**config.mk**
```make
export PLATFORM = sky130hd
export DESIGN_NAME = imh_ctrl
export DESIGN_NICKNAME = d
export VERILOG_FILES = /design/src/hdl/imh_pkg.sv /design/src/hdl/imh_ctrl.sv
export SDC_FILE = /design/constraint.sdc
export NUM_CORES = 1
export LEC_CHECK = 0
export BUFFER_PORTS_ARGS = -buffer_cell sky130_fd_sc_hd__buf_2
export CORE_MARGIN = 1.5
export CORE_UTILIZATION = 59
export CTS_BUF_LIST = sky130_fd_sc_hd__clkbuf_16
export CTS_CLUSTER_DIAMETER = 80
export CTS_CLUSTER_SIZE = 40
export DETAILED_ROUTE_END_ITERATION = 8
export GPL_TIMING_DRIVEN = 0
export PLACE_DENSITY = 0.91
export SETUP_SLACK_MARGIN = 0.4
export SLEW_MARGIN = 15
export SYNTH_ARGS = -nofsm -noshare
export SYNTH_HDL_FRONTEND = slang
export SYNTH_SLANG_ARGS = --single-unit
```
**constraint.sdc**
```tcl
create_clock -name clk -period 4.3 [get_ports clk]
set_clock_uncertainty 0.15 [all_clocks]
set_input_delay 0.86 -clock clk [delete_from_list [all_inputs] [get_ports clk]]
set_output_delay 0.86 -clock clk [all_outputs]
set_load 0.005 [all_outputs]
```
**src/hdl/imh_pkg.sv**
```systemverilog
// Shared types and constants for the indexed min-heap priority queue.
package imh_pkg;

  localparam int CAPACITY_DEF     = 64;
  localparam int ID_BITS_DEF      = 8;
  localparam int KEY_BITS_DEF     = 32;
  localparam int PAYLOAD_BITS_DEF = 32;

  localparam logic [1:0] KIND_INSERT  = 2'd0;
  localparam logic [1:0] KIND_SET_KEY = 2'd1;
  localparam logic [1:0] KIND_DEL_MIN = 2'd2;
  localparam logic [1:0] KIND_REMOVE  = 2'd3;

  localparam logic [2:0] ST_OK        = 3'd0;
  localparam logic [2:0] ST_FULL      = 3'd1;
  localparam logic [2:0] ST_DUP       = 3'd2;
  localparam logic [2:0] ST_NOT_FOUND = 3'd3;
  localparam logic [2:0] ST_EMPTY     = 3'd4;

  // Datapath operations requested by the controller.
  typedef enum logic [3:0] {
    OP_NONE,
    OP_LATCH,      // capture command, read position table
    OP_CHECK,      // evaluate command against count and position
    OP_RD_POS,     // read heap slot at pos
    OP_GRAB,       // latch slot data as the taken-out or old entry
    OP_RD_LAST,    // read last slot
    OP_MOVE_LAST,  // take last slot as moving entry, clear old id
    OP_RD_PARENT,  // read parent slot
    OP_UP_STEP,    // compare with parent, move parent down or stop
    OP_RD_LEFT,    // read left child
    OP_RD_RIGHT,   // capture left, read right child
    OP_DN_STEP,    // pick child, move it up or stop
    OP_PLACE,      // write moving entry to its final slot
    OP_DONE        // present result
  } op_t;

  typedef struct packed {
    logic       is_insert;
    logic       fail;        // command rejected, status already set
    logic       at_root;     // pos == 1
    logic       has_child;   // 2*pos <= count
    logic       go_up;       // compare says move toward root
    logic       dn_move;     // compare says move toward leaves
    logic       pos_is_last; // removed slot is the last one
  } dp_status_t;

endpackage

```
**src/hdl/imh_ctrl.sv**
```systemverilog
// Command sequencer for the indexed min-heap.
module imh_ctrl import imh_pkg::*; (
  input  logic       clk,
  input  logic       rst,
  input  logic       start,
  input  logic [1:0] kind,
  input  logic       clear_done,
  input  dp_status_t st,
  output logic       busy,
  output op_t        op
);
  typedef enum logic [13:0] {
    S_CLEAR   = 14'b00000000000001,
    S_IDLE    = 14'b00000000000010,
    S_CHECK   = 14'b00000000000100,
    S_RD_POS  = 14'b00000000001000,
    S_GRAB    = 14'b00000000010000,
    S_RD_LAST = 14'b00000000100000,
    S_MV_LAST = 14'b00000001000000,
    S_RD_PAR  = 14'b00000010000000,
    S_UP      = 14'b00000100000000,
    S_RD_L    = 14'b00001000000000,
    S_RD_R    = 14'b00010000000000,
    S_DN      = 14'b00100000000000,
    S_PLACE   = 14'b01000000000000,
    S_DONE    = 14'b10000000000000
  } state_t;

  state_t state, state_next;
  logic   drop;  // delete/remove path: move last into hole
  logic   drop_next;

  always_ff @(posedge clk) begin
    if (rst) begin
      state <= S_CLEAR;
      drop  <= 1'b0;
    end else begin
      state <= state_next;
      drop  <= drop_next;
    end
  end

  // Entry into sift: up if not at root and smaller than parent, decided in S_UP.
  always_comb begin
    state_next = state;
    drop_next  = drop;
    op         = OP_NONE;
    busy       = 1'b1;
    case (state)
      S_CLEAR: begin
        if (clear_done) state_next = S_IDLE;
      end
      S_IDLE: begin
        busy = 1'b0;
        if (start) begin
          op = OP_LATCH;
          state_next = S_CHECK;
          drop_next = (kind == KIND_DEL_MIN) || (kind == KIND_REMOVE);
        end
      end
      S_CHECK: begin
        op = OP_CHECK;
        if (st.fail) state_next = S_DONE;
        else if (st.is_insert) state_next = S_RD_PAR;
        else state_next = S_RD_POS;
      end
      S_RD_POS: begin
        op = OP_RD_POS;
        state_next = S_GRAB;
      end
      S_GRAB: begin
        op = OP_GRAB;
        if (drop) state_next = S_RD_LAST;
        else state_next = S_RD_PAR;
      end
      S_RD_LAST: begin
        op = OP_RD_LAST;
        state_next = S_MV_LAST;
      end
      S_MV_LAST: begin
        op = OP_MOVE_LAST;
        if (st.pos_is_last) state_next = S_DONE;
        else state_next = S_RD_PAR;
      end
      S_RD_PAR: begin
        if (st.at_root) begin
          state_next = S_RD_L;
        end else begin
          op = OP_RD_PARENT;
          state_next = S_UP;
        end
      end
      S_UP: begin
        op = OP_UP_STEP;
        if (st.go_up) state_next = S_RD_PAR;
        else if (st.is_insert) state_next = S_PLACE;
        else state_next = S_RD_L;
      end
      S_RD_L: begin
        if (!st.has_child) begin
          state_next = S_PLACE;
        end else begin
          op = OP_RD_LEFT;
          state_next = S_RD_R;
        end
      end
      S_RD_R: begin
        op = OP_RD_RIGHT;
        state_next = S_DN;
      end
      S_DN: begin
        op = OP_DN_STEP;
        if (st.dn_move) state_next = S_RD_L;
        else state_next = S_PLACE;
      end
      S_PLACE: begin
        op = OP_PLACE;
        state_next = S_DONE;
      end
      S_DONE: begin
        op = OP_DONE;
        state_next = S_IDLE;
      end
      default: state_next = S_IDLE;
    endcase
  end
endmodule

```
# == Yosys cells after proc, flatten, opt, wreduce, memory -nomap -nowiden ==
# Cells that the tools add are included.
# op_classes
mux,17
order_cmp,0
reduce_logical,3
mul,0
addsub,0
eq_ne,18
div,0
bitwise_logic,0
shifts,0
# op_table
op,n
one-hot mux 14 bit (13 select lines),1
two-way mux 14 bit,4
two-way mux 13 bit,4
one-hot mux 4 bit (13 select lines),1
two-way mux 8 bit,2
"== test 14 x 1 -> 1 bit, second input constant",1
"== test 14 x 10 -> 1 bit, second input constant",1
"== test 14 x 11 -> 1 bit, second input constant",1
"== test 14 x 12 -> 1 bit, second input constant",1
"== test 14 x 13 -> 1 bit, second input constant",1
"== test 14 bit, second input constant",1
"== test 14 x 2 -> 1 bit, second input constant",1
"== test 14 x 3 -> 1 bit, second input constant",1
"== test 14 x 4 -> 1 bit, second input constant",1
"== test 14 x 5 -> 1 bit, second input constant",1
"== test 14 x 6 -> 1 bit, second input constant",1
"== test 14 x 7 -> 1 bit, second input constant",1
"== test 14 x 8 -> 1 bit, second input constant",1
"== test 14 x 9 -> 1 bit, second input constant",1
two-way mux 10 bit,1
"== test 2 bit, second input constant",2
two-way mux 4 bit,1
"inequality test 2 bit, second input constant",2
AND reduction 2 bit,2
3 further kinds,4
# word_totals
rom_bits,0
ramBits,0
input_bits,13
regBits,15
out_inout_bits,5
latchBits,0
word_cells,40
n_memories,0

# == Longest topological paths before layout ==
# depth
word_depth,3
depth_mapped,7
depth_no_buf,5

# == Worst setup path after synthesis ==
# OpenSTA, ideal clock, no wires.
# synth_path
path_kind,register to output
startpoint,register state[5]
endpoint,output port op[2]
path_slack_ns,1.558
required_ns,3.290
path_buffers,1
t_arrival_ns,1.732
stages_incl_launch_ff,6
path_cell_list,dfxtp_1 -> clkbuf_1 -> nor4_2 -> nand2_1 -> or4b_2 -> nand3_1
# synth_between
elab_chain_cells,2
elab_cells_between_ends,14
classes_between,eq/ne: 13; mux: 1
# synth_lines
element,line,text
start: declaration,imh_ctrl.sv:29,"state_t state, state_next;"
start signal: assignment,imh_ctrl.sv:38,state <= state_next;
== test 14 bit (tied with other cells),imh_ctrl.sv:49,case (state)
one-hot mux 4 bit (13 select lines) *,imh_ctrl.sv:49,
end: declaration,imh_ctrl.sv:10,output op_t op
# Mark *: on every way between the ends. The rest lies on a longest branch, timed or not.

# == Final worst setup path ==
# layout_path
startpoint,register state[6]
endpoint,output port op[3]
# The elaborated chain is that of the path after synthesis.

==> reports/metrics.csv <==
metric;value;unit
clock_latency;0.25;ns
end_kind;primary output;
ys.flop_type;dfxtp_1;
clk_pin_slew;0.05;ns
worstMarginPinSlew;0.745;ns
netlist_area;1070;um2
hold_path_class;register to register;
pin_count;18;
vias;1105;
grt_use_total;29.7;%
final_antenna_net_count;0;
syn_area_per_cell;8.17;um2
syn_to_final_growth;17.9;%
slew_viol_final;0;
timing.final.crit_period;3.45;ns
route.detailed.drc;0;
place_ws;1.26;ns
synth-edff-count;0;
maxSlewHeadroom;49.0;%
start_util;62.6;%
antenna_found_initial;0;
die_x;45.6;um
start_kind;register;
diodes;0;
grt_pass1_vias;1034;
rsz0062_at_grt;false;
drt_wl_total;2760;um
place.gp.congestion;0.846;
ys_warn_count;0;
ir_drop;0.224;mV
cts_max_level;1;
drive_gt1_share;24.5;%
synthesis.nets;144;
drt_iter0_markers;30;
vias_per_cell;6.28;
core_region_area;1710;um2
synthArstFlopShare;0;%
cts_resized;0;
synth-seq-cells;15;
layout_setup_ws;0.851;ns
arrival;2.44;ns
dp_hpwl;1880;um
grt_max_degree;11;
dr.pass1.iters;4;
cts_hold_buf;0;
rows;15;
fmax;290;MHz
wl_per_cell;15.7;um
numCtsBuffers;3;
cp_max_fo;10;
criticalPathCategory;register to primary output;
syn_inst;131;
outcome;complete, no violations;
io_buffers;16;
clockBufferDepth;2;
grt_pass1_wl;4450;um
setup_viol;0;
fin_nets;165;
cts_root_buffer;clkbuf_16;
post_cts_buffers;0;
final_cell_mix;18 x buf_2, 15 x dfxtp_1, 11 x nor2_1, 9 x nor4_1, 8 x nand2_1;
fin_crit_sh;80.2;%
drv_cap;0;
ys_types;45;
ys_seq_area_share;28.1;%
hold_violations;0;
die_h;45.6;um
cts_num_sinks;15;
setup_tns;0;ns
power.density;292;nW/um2
cp_data_required_time;3.29;ns
cts_tree;built;
grt_overflow;0;
layout_commonest_cell;buf_2;
die_area;2080;um2
leakagePower;0.486;nW
==> final timing paths <==
check | cells after the start | endpoint | start | slack [ns]
worst min-delay path | 2 | state[5] | drop | 0.30
worst max-delay path | 6 | op[3] | state[6] | 0.85
worst min register to register | 2 | state[5] | drop | 0.30
worst max register to register | 6 | state[1] | state[6] | 1.80
==> synthesized netlist by cell type, types with 2 or more instances <==
library cell | number | share of area, %
a21oi_1 | 2 | 0.94
nor3b_1 | 4 | 2.8
nor3_1 | 5 | 2.3
nor2b_1 | 3 | 1.8
or2_2 | 3 | 1.8
dfxtp_1 | 15 | 28
clkbuf_1 | 7 | 2.5
xor2_1 | 4 | 3.3
nand2_1 | 8 | 2.8
o21ai_0 | 3 | 1.4
mux2i_1 | 2 | 1.9
inv_1 | 4 | 1.4
xnor2_1 | 3 | 2.5
nand3_1 | 4 | 1.9
a31oi_1 | 3 | 1.8
or4_1 | 2 | 1.4
nand3b_1 | 2 | 1.4
nand4_1 | 3 | 1.8
nor2_1 | 11 | 3.9
nor4b_1 | 3 | 2.5
nand4b_1 | 3 | 2.5
buf_2 | 2 | 0.94
nand2b_1 | 4 | 2.3
nor4_4 | 2 | 4.0
nor4_1 | 9 | 5.3
==> layer usage <==
| metal | wire [um] | part of all wire [%] | vias up | track usage (%) |
|---|---|---|---|---|
| met4 | 94 | 3.4 | 0 | 17.1 |
| met1 | 1160 | 42 | 516 | 35.8 |
| li1 | - | - | 527 | - |
| met3 | 154 | 5.6 | 14 | 6.75 |
| met2 | 1350 | 49 | 48 | 47.9 |
| met5 | 0 | 0 | - | 0 |
==> worst max-delay path, stage by stage, from the launching register on <==
cell	delay, ns
dfxtp_1	0.30
clkbuf_1	0.22
nor4_2	0.43
nand2_1	0.28
a2111oi_0	0.65
or2_2	0.22
buf_2	0.10
==> report_power, final <==
part	internal, W	total (W)	switching (W)
registers	0.000142	0.000146	0.00000459
logic	0.0000167	0.0000385	0.0000219
clock network	0.000124	0.000183	0.0000587
==> logic make-up after synthesis <==
| family | Yosys count | synth area share (%) |
|---|---|---|
| AO/OA/AOI/OAI | 18 | 12.4 |
| XOR/XNOR | 7 | 5.73 |
| buffers and inverters | 15 | 6.55 |
| flip-flops | 15 | 28.1 |
| multiplexers | 2 | 1.87 |
| AND/OR/NAND/NOR | 74 | 45.4 |
==> cell type report <==
class	count	area, um2
timing repair buffer	16	80.1
clock inverter	1	5.00
tap	25	31.3
sequential	15	300
fill	128	447
multi-input combinational	101	699
buffer	11	55.1
inverter	4	15.0
clock buffer	3	75.1
==> flip-flops by register name (all words and copies together) (netlist names) <==
signal  cells
drop        1
state      14
==> per-stage QoR <==
stage,area (um2),hold slack (ns),util (%),power [W],std cells
after global routing,1260,0.349,73.8,0.000377,176
after floorplan,1070,0.273,-,0.000172,131
after CTS,1260,0.311,73.8,0.000368,176
after detailed placement,1180,0.303,69.2,0.000186,172
after global placement,1180,0.292,69.2,0.000184,172
final,1260,0.303,73.8,0.000368,176
No activity file was read; power rests on OpenSTA's default activity.
